<file path="config.mk">
export PLATFORM = sky130hd
export DESIGN_NAME = sscr_ctrl
export DESIGN_NICKNAME = d
export VERILOG_FILES = /design/src/hdl/sscr_pkg.sv /design/src/hdl/sscr_ctrl.sv
export SDC_FILE = /design/constraint.sdc
export NUM_CORES = 1
export LEC_CHECK = 0
export BUFFER_PORTS_ARGS = -buffer_cell sky130_fd_sc_hd__buf_2
export CORE_AREA = 2 2 39 41
export DETAILED_ROUTE_END_ITERATION = 16
export DIE_AREA = 0 0 41 43
export GPL_TIMING_DRIVEN = 0
export PLACE_DENSITY = 0.39
export SLEW_MARGIN = 40
export SYNTH_ARGS = -nofsm -noshare
export SYNTH_HDL_FRONTEND = slang
export SYNTH_SLANG_ARGS = --single-unit
</file>
<file path="constraint.sdc">
create_clock -name clk -period 1.5 [get_ports clk]
set_input_delay 0.075 -clock clk [delete_from_list [all_inputs] [get_ports clk]]
set_output_delay 0.075 -clock clk [all_outputs]
set_load 0.03 [all_outputs]
</file>
<file path="src/hdl/sscr_pkg.sv">
// Types and constants shared by the subset-sum residue counter modules.
`timescale 1ns / 1ps

package sscr_pkg;

  localparam int VALUE_W     = 32;
  localparam int COUNT_W     = 30;
  localparam int MODULUS_W   = 8;
  localparam int OUT_TDATA_W = 32;

  // Counts are kept modulo this prime; the sum of two counts needs one more bit.
  localparam logic [COUNT_W:0] COUNT_PRIME = 31'd1000000009;

  // Commands from the controller to the datapath.
  typedef struct packed {
    logic load;     // item accepted: start residue, rewind sweep index
    logic sweep;    // issue one table entry this cycle
    logic finish;   // sweep done: swap banks
    logic restore;  // with finish: next sweep reads the table as freshly reset
    logic emit;     // move the captured residue-zero count to the output register
  } sscr_cmd_t;

  // Status from the datapath to the controller.
  typedef struct packed {
    logic div_done;   // residue of the value is ready
    logic sweep_end;  // last table entry is being issued
  } sscr_sts_t;

endpackage

</file>
<file path="src/hdl/sscr_ctrl.sv">
// Controller: item handshake, sequencing of residue and sweep, result register valid.
`timescale 1ns / 1ps

module sscr_ctrl (
  input  logic                clk,
  input  logic                rst_n,
  input  logic                in_tvalid,
  input  logic                in_tlast,
  output logic                in_tready,
  output logic                out_tvalid,
  input  logic                out_tready,
  output sscr_pkg::sscr_cmd_t cmd,
  input  sscr_pkg::sscr_sts_t sts
);

  import sscr_pkg::*;

  typedef enum logic [1:0] {
    ST_IDLE,
    ST_DIV,
    ST_SWEEP,
    ST_EMIT
  } state_t;

  state_t state_r;
  state_t state_nxt;
  logic   last_r;
  logic   last_nxt;
  logic   out_valid_r;
  logic   out_valid_nxt;
  logic   accept;
  logic   slot_free;

  assign accept    = in_tvalid && (state_r == ST_IDLE);
  assign slot_free = !out_valid_r || out_tready;

  // Next state and commands
  always_comb begin
    state_nxt     = state_r;
    last_nxt      = last_r;
    out_valid_nxt = out_valid_r;
    cmd           = '0;
    if (out_valid_r && out_tready) begin
      out_valid_nxt = 1'b0;
    end
    unique case (state_r)
      ST_IDLE: begin
        if (accept) begin
          cmd.load  = 1'b1;
          last_nxt  = in_tlast;
          state_nxt = ST_DIV;
        end
      end
      ST_DIV: begin
        if (sts.div_done) begin
          state_nxt = ST_SWEEP;
        end
      end
      ST_SWEEP: begin
        cmd.sweep = 1'b1;
        if (sts.sweep_end) begin
          cmd.finish  = 1'b1;
          cmd.restore = last_r;
          state_nxt   = last_r ? ST_EMIT : ST_IDLE;
        end
      end
      ST_EMIT: begin
        if (slot_free) begin
          cmd.emit      = 1'b1;
          out_valid_nxt = 1'b1;
          state_nxt     = ST_IDLE;
        end
      end
      default: begin
        state_nxt = ST_IDLE;
      end
    endcase
  end

  // State and registered outputs
  always_ff @(posedge clk) begin
    if (!rst_n) begin
      state_r     <= ST_IDLE;
      last_r      <= 1'b0;
      out_valid_r <= 1'b0;
    end else begin
      state_r     <= state_nxt;
      last_r      <= last_nxt;
      out_valid_r <= out_valid_nxt;
    end
  end

  assign in_tready  = (state_r == ST_IDLE);
  assign out_tvalid = out_valid_r;

endmodule

</file>
### Word level (Yosys, flattened, before mapping)

Index checks and enable logic that the tools add are counted.

* equality and inequality tests: 7
* mux-type cells: 15
* reductions and logical operators: 7

Operators with widths (count)
* $mux W2: 6
* $pmux W2 S4: 1
* $mux W1: 7
* $ne A2 B2 Y1 const B: 3
* $eq A2 B2 Y1 const B: 2
* $reduce_and A4 Y1: 1
* $mux W3: 1
* $eq A2 B1 Y1 const B: 1
* $logic_and A1 B1 Y1: 2
* $logic_not A2 Y1: 1
* $ne A2 B1 Y1 const B: 1
* $reduce_and A2 Y1: 1
* $logic_not A1 Y1: 1
* $logic_or A1 B1 Y1: 1

* register bits: 4
* input port bits: 7
* output and inout port bits: 7
* logic and storage cells: 32

### Logic depth before layout (Yosys ltp)

Gate-level depths: netlist of run 1.

* depth after elaboration: 4
* gate-level depth with buffers: 3
* depth with buffers taken out: 3

### Worst setup path before layout of run 1

Ideal clock, no wire load.

* path type: register to register
* start point: register state_r[1]
* end point: register state_r[0]
* library setup time: 0.059 ns
* arrival: 1.230 ns
* required time: 1.441 ns
* slack: 0.211 ns
* cell stages (with the launch flop): 4
* path buffers: 0
* period minus slack after synthesis: 1.289 ns
* cells stage by stage: dfxtp_1 -> nor2b_2 -> and3_4 -> o31a_1

* word-level cells in the longest chain between the ends: 4
* elaborated cells on any way between the ends: 11
* those cells by class: eq/ne (7); mux (1); reduce/logical (3)

Ends and longest elaborated chain
* from (decl): line sscr_ctrl.sv:25 `state_t state_r;`
* from (signal assigned): line sscr_ctrl.sv:87 `state_r <= state_nxt;`
* $logic_not A2 Y1: line sscr_ctrl.sv:34, sscr_ctrl.sv:46
* $logic_and A1 B1 Y1: line sscr_ctrl.sv:34 `assign accept = in_tvalid && (state_r == ST_IDLE);`
* $ne A2 B1 Y1 (no source line)
* $reduce_and A4 Y1 (no source line)

Several ways; a longest one is shown, not always the timed one.
A chain may end at the register's enable or synchronous reset.

==> results.json, run 1 <==
{
  "drt-total-wl_um": 498,
  "grt_setup_unrepaired": "false",
  "die_area_um2": 1760,
  "fin_nets": 49,
  "numCtsBuffers": 3,
  "status": "completed",
  "cp.arrival_ps": 1280,
  "synth.avg_cell_area_um2": 9.18,
  "synth_seq_cells": 4,
  "clkLatencyLatePin_ps": 230,
  "cp_slowest_cell": "dfxtp_1",
  "drt_pass1_iterations": 2,
  "synthAdderAreaFrac_pct": 0,
  "cp-end-kind": "output pin",
  "dp_hpwl_um": 432,
  "power_frac_comb_pct": 18.9,
  "yosysTopAreaCell": "dfxtp_1",
  "multiInputGateArea_um2": 140,
  "hp-class": "in -> reg",
  "finish.utilization_pct": 23.7,
  "dpl_cell_area_um2": 305,
  "drtIter0Drc": 3,
  "antenna_found_initial": 0,
  "post_cts_resized": 0,
  "synth_top_family_by_area": "simple AND/OR/NAND/NOR gates",
  "fin_cells": 56,
  "yosysSeqAreaShare_pct": 36.4,
  "drc": 0,
  "core-area_um2": 1380,
  "postCtsSetupBuffers": 0,
  "r2r_start": "state_r[1]$_SDFFE_PN0P_",
  "tightest_slew_ps": 231,
  "gr-total-overflow": 0,
  "drv_slew": 0,
  "grt_pass1_vias": 218,
  "clock_path_buffers": 2,
  "clk_pin_slew_ps": 30,
  "leakagePower_uw": 0.000152,
  "synthXorXnorAreaFrac_pct": 0,
  "post-place-ws_ps": 371,
  "detail-route-antenna-nets": 0,
  "seqCellArea_um2": 80.1,
  "startpoint": "state_r[1]$_SDFFE_PN0P_",
  "gp_congestion": 0.543,
  "synth_top_area_share_pct": 36.4,
  "clkPwrFrac_pct": 41.8,
  "fin_skew_ps": 2.09,
  "synthSimpleGateAreaFrac_pct": 42.0,
  "vias_per_cell": 3.93,
  "ioPinCount": 14,
  "worst_slack_ps": 146,
  "fin_crit_ps": 1350,
  "max_stage_delay_ps": 410,
  "internal_power_uw": 228,
  "crit_type": "reg -> out",
  "gr-usage-all-layers_pct": 6.91,
  "postCtsHoldBufs": 0,
  "ir_drop_mv": 0.225,
  "crit_required_ps": 1420,
  "dr_total_vias": 220,
  "setup_viol": 0,
  "synthCells": 24,
  "cts_tree": "done",
  "stdcell_area_um2": 328,
  "synthMuxAreaShare_pct": 4.55,
  "syn2layout_area_growth_pct": 48.9,
  "diodes": 0,
  "reg2reg_depth": 3,
  "pwr-share-seq_pct": 39.3,
  "syn_nets": 31,
  "min_path_cells": 2,
  "cts_sinks": 4,
  "fmax_ghz": 0.739,
  "die_w_um": 41,
  "synthDistinctLibCells": 16,
  "cp_cell_sequence": "nor2b_2, and3_4, buf_2",
  "root_buffer": "clkbuf_4",
  "die_y_um": 43,
  "post-route-period-util_pct": 90.3,
  "cts_max_level": 1,
  "swShare_pct": 25.5,
  "netlist_area_um2": 220,
  "cap_violations": 0,
  "tns_ps": 0,
  "crit_fanout": 6,
  "rows": 14,
  "dp_cells": 53,
  "worstSetupStartpointType": "flop",
  "num-fill-cells": 158,
  "synthTopCellsByArea": "dfxtp_1, nand2b_1, nor2b_1",
  "p_per_area_nw_per_um2": 933,
  "switchingPower_uw": 78.0,
  "grt_max_degree": 8,
  "port_buffers": 13,
  "yosysWarnings": 0,
  "grt_pass1_wl_um": 772,
  "synth_compound_area_share_pct": 17.0,
  "avgRoutedWirePerCell_um": 8.89,
  "slew-limit-headroom_pct": 84.6,
  "hold_start": "rst_n",
  "drive_gt1_share_pct": 47.5,
  "initial_core_util_pct": 15.9,
  "hold_viol": 0
}
## Yosys cell counts
master and n:
nand2b_1 3, nor3b_2 1, o2bb2ai_1 1, nor2_1 2, nand2_1 2, nor2b_1 2
o21a_1 1, a21oi_1 1, mux2i_1 1, and2_1 1, and3_4 1, dfxtp_1 4
nor2b_2 1, o31a_1 1, a21boi_0 1, or2b_1 1
## cells in the final DEF, fill, tap and decap left out, drive strengths merged
cell	count
a21oi	1
dfxtp	4
nor2	2
a21boi	1
nor2b	3
buf	13
nand2b	3
and3	1
nand2	2
o31a	1
clkbuf	3
nor3b	1
and2	1
or2b	1
o2bb2ai	1
mux2i	1
o21a	1
## metrics by stage
| step | hold WS [ps] | total power [µW] |
|---|---|---|
| finish | 106 | 306 |
| global route | 113 | 326 |
| CTS | 104 | 315 |
| detailed placement | 346 | 180 |
| global placement | 335 | 180 |
| floorplan | 192 | 159 |
## critical path, delay by kind of cell (launching register included)
kind                   cells  cell delay [ps]
buffers and inverters      1              190
flip-flops                 1              410
AND/OR/NAND/NOR            2              450
## per-layer routing
metal / wire (µm) / track usage [%] / share of wire, % / vias up
li1: - / - / - / 116
met1: 201 / 6.71 / 40 / 96
met2: 240 / 9.38 / 48 / 8
met3: 56 / 3.14 / 11 / 0
met4: 0 / 8.00 / 0 / 0
met5: 0 / 0 / 0 / -
## worst paths after layout
path / to / slack (ps)
setup / recovery: cmd[1] / 150
hold / removal: state_r[1]$_SDFFE_PN0P_ / 110
setup reg to reg: state_r[0]$_SDFFE_PN0P_ / 380
hold reg to reg: out_tvalid$_SDFF_PN0_ / 520
## cell families (layout without fill, tap and decap cells)
| family | Yosys count | after routing |
|---|---|---|
| AO/OA/AOI/OAI | 5 | 5 |
| buffers and inverters | 0 | 16 |
| flip-flops | 4 | 4 |
| multiplexers | 1 | 1 |
| AND/OR/NAND/NOR | 14 | 14 |
## power groups by stage
stage               clock network, µW  logic [µW]  registers [µW]
finish                            128        57.8             120
global route                      142        63.1             121
CTS                               136        58.8             120
detailed placement                  0        58.5             122
global placement                    0        58.4             122
floorplan                           0        38.5             121
## registers in the layout (all words and copies together) (netlist names)
| signal | flops |
|---|---|
| last_r | 1 |
| out_tvalid | 1 |
| state_r | 2 |
## layout make-up
class	count	area share [%]
multi-input cells	20	42.7
flip-flops and latches	4	24.4
repair buffers	13	19.8
clock buffers	3	6.87
well taps	16	6.11
Note: power is estimated with default switching activity, not from simulation.
==> inputs of run 2 (changes only) <==
- SETUP_SLACK_MARGIN: not set -> 0.5
==> results.json, run 2 (synthesis results as in run 1) <==
{
  "status": "completed",
  "slew-limit-headroom_pct": 85.7,
  "dp_cells": 53,
  "dr_total_vias": 242,
  "port_buffers": 13,
  "numCtsBuffers": 3,
  "gr-usage-all-layers_pct": 7.82,
  "hp-class": "in -> reg",
  "fin_nets": 52,
  "die_y_um": 43,
  "hold_start": "rst_n",
  "cp_cell_sequence": "nor2b_4, and3_4, buf_6",
  "detail-route-antenna-nets": 0,
  "die_area_um2": 1760,
  "crit_fanout": 5,
  "r2r-end": "state_r[0]$_SDFFE_PN0P_",
  "cts_sinks": 4,
  "clk_pin_slew_ps": 40,
  "avgRoutedWirePerCell_um": 8.70,
  "core-area_um2": 1380,
  "ioPinCount": 14,
  "cp.arrival_ps": 1100,
  "clkLatencyLatePin_ps": 230,
  "whs_ps": 99.6,
  "reg2reg_depth": 3,
  "p_per_area_nw_per_um2": 818,
  "layout_common_cells": "buf_2, buf_6, clkbuf_4",
  "tightest_slew_ps": 215,
  "crit_type": "reg -> out",
  "crit_required_ps": 1420,
  "min_path_cells": 2,
  "antenna_found_initial": 0,
  "diodes": 0,
  "cp-end-kind": "output pin",
  "fin_crit_ps": 1170,
  "r2r_start": "state_r[1]$_SDFFE_PN0P_",
  "cts_tree": "done",
  "grt_max_degree": 8,
  "setup_viol": 0,
  "postCtsHoldBufs": 0,
  "drive_gt1_share_pct": 65.9,
  "ir_drop_mv": 0.280,
  "grt_pass1_wl_um": 869,
  "largest_reg_flops": 2,
  "fin_cells": 60,
  "drt-total-wl_um": 522,
  "cp_slowest_cell": "dfxtp_4",
  "rrSetupSlack_ps": 470,
  "vias_per_cell": 4.03,
  "grt_setup_unrepaired": "true",
  "fin_skew_ps": 1.59,
  "clock_path_buffers": 2,
  "rows": 14,
  "drt_pass1_iterations": 2,
  "worstSetupStartpointType": "flop",
  "gr-total-overflow": 0,
  "fmax_ghz": 0.852,
  "whs_endpoint": "state_r[0]$_SDFFE_PN0P_",
  "drc": 0,
  "syn2layout_area_growth_pct": 98.3,
  "max_stage_delay_ps": 370,
  "tns_ps": 0,
  "die_w_um": 41,
  "post-place-ws_ps": 444,
  "root_buffer": "clkbuf_4",
  "post-route-period-util_pct": 78.2,
  "leakagePower_uw": 0.000189,
  "regMostFlops": "state_r",
  "grt_pass1_vias": 231,
  "cap_violations": 0,
  "hold_viol": 0,
  "drtIter0Drc": 1,
  "drv_slew": 0,
  "finish.utilization_pct": 31.6,
  "initial_core_util_pct": 15.9,
  "gp_congestion": 0.670,
  "worst_slack_ps": 326,
  "cts_max_level": 1
}
==> run 2: cell types whose count changed in the layout (fill, tap and decap cells not counted), sizes merged <==
cell	delta
buf	+3
clkbuf	+1
==> run 2: layout make-up <==
cell class | count | area (µm²)
Multi-Input combinational cell | 20 | 174
Sequential cell | 4 | 87.6
Fill cell | 157 | 947
Timing Repair Buffer | 16 | 129
Clock buffer | 4 | 26.3
Tap cell | 16 | 20.0
==> run 2: through the flow <==
step,instance area [µm²],total power [µW]
3_5_place_dp,325,186
6_report,437,357
3_3_place_gp,325,185
4_1_cts,387,343
5_1_grt,437,387
2_1_floorplan,240,164
==> run 2: how the worst max path moves through the flow <==
stage	start	to	slack [ps]	depth (start not counted)
detailed placement	state_r[1]$_SDFFE_PN0P_	state_r[0]$_SDFFE_PN0P_	440	3
finish	state_r[1]$_SDFFE_PN0P_	cmd[1]	330	3
CTS	state_r[1]$_SDFFE_PN0P_	cmd[1]	320	3
global placement	state_r[1]$_SDFFE_PN0P_	state_r[0]$_SDFFE_PN0P_	450	3
global route	state_r[1]$_SDFFE_PN0P_	cmd[1]	270	3
floorplan	state_r[1]$_SDFFE_PN0P_	last_r$_SDFFE_PN0P_	370	3
==> run 2: metal layers <==
metal	share of wire, %	track usage [%]	vias up
met5	0	0	-
met4	0	8.00	0
met3	6.1	3.14	0
met2	52	10.9	7
met1	42	8.01	112
li1	-	-	123
==> run 2: repair_timing <==
item | CTS | global route
resized for setup | 9 | 11
buffers inserted | 1 | 2
setup endpoints to repair | 6 | 8
pin swaps | 1 | 2
==> run 2: power breakdown <==
| group | internal [µW] | total (µW) | switching (µW) |
|---|---|---|---|
| Combinational | 49.2 | 89.0 | 39.7 |
| Clock | 100 | 147 | 47.1 |
| Sequential | 112 | 121 | 9.15 |
| Total | 261 | 357 | 96.0 |
==> run 2: critical path, delay by kind of cell, from the launching register on <==
kind	cells	cell delay (ps)
flops	1	370
buf+inv	1	120
simple gates	2	370
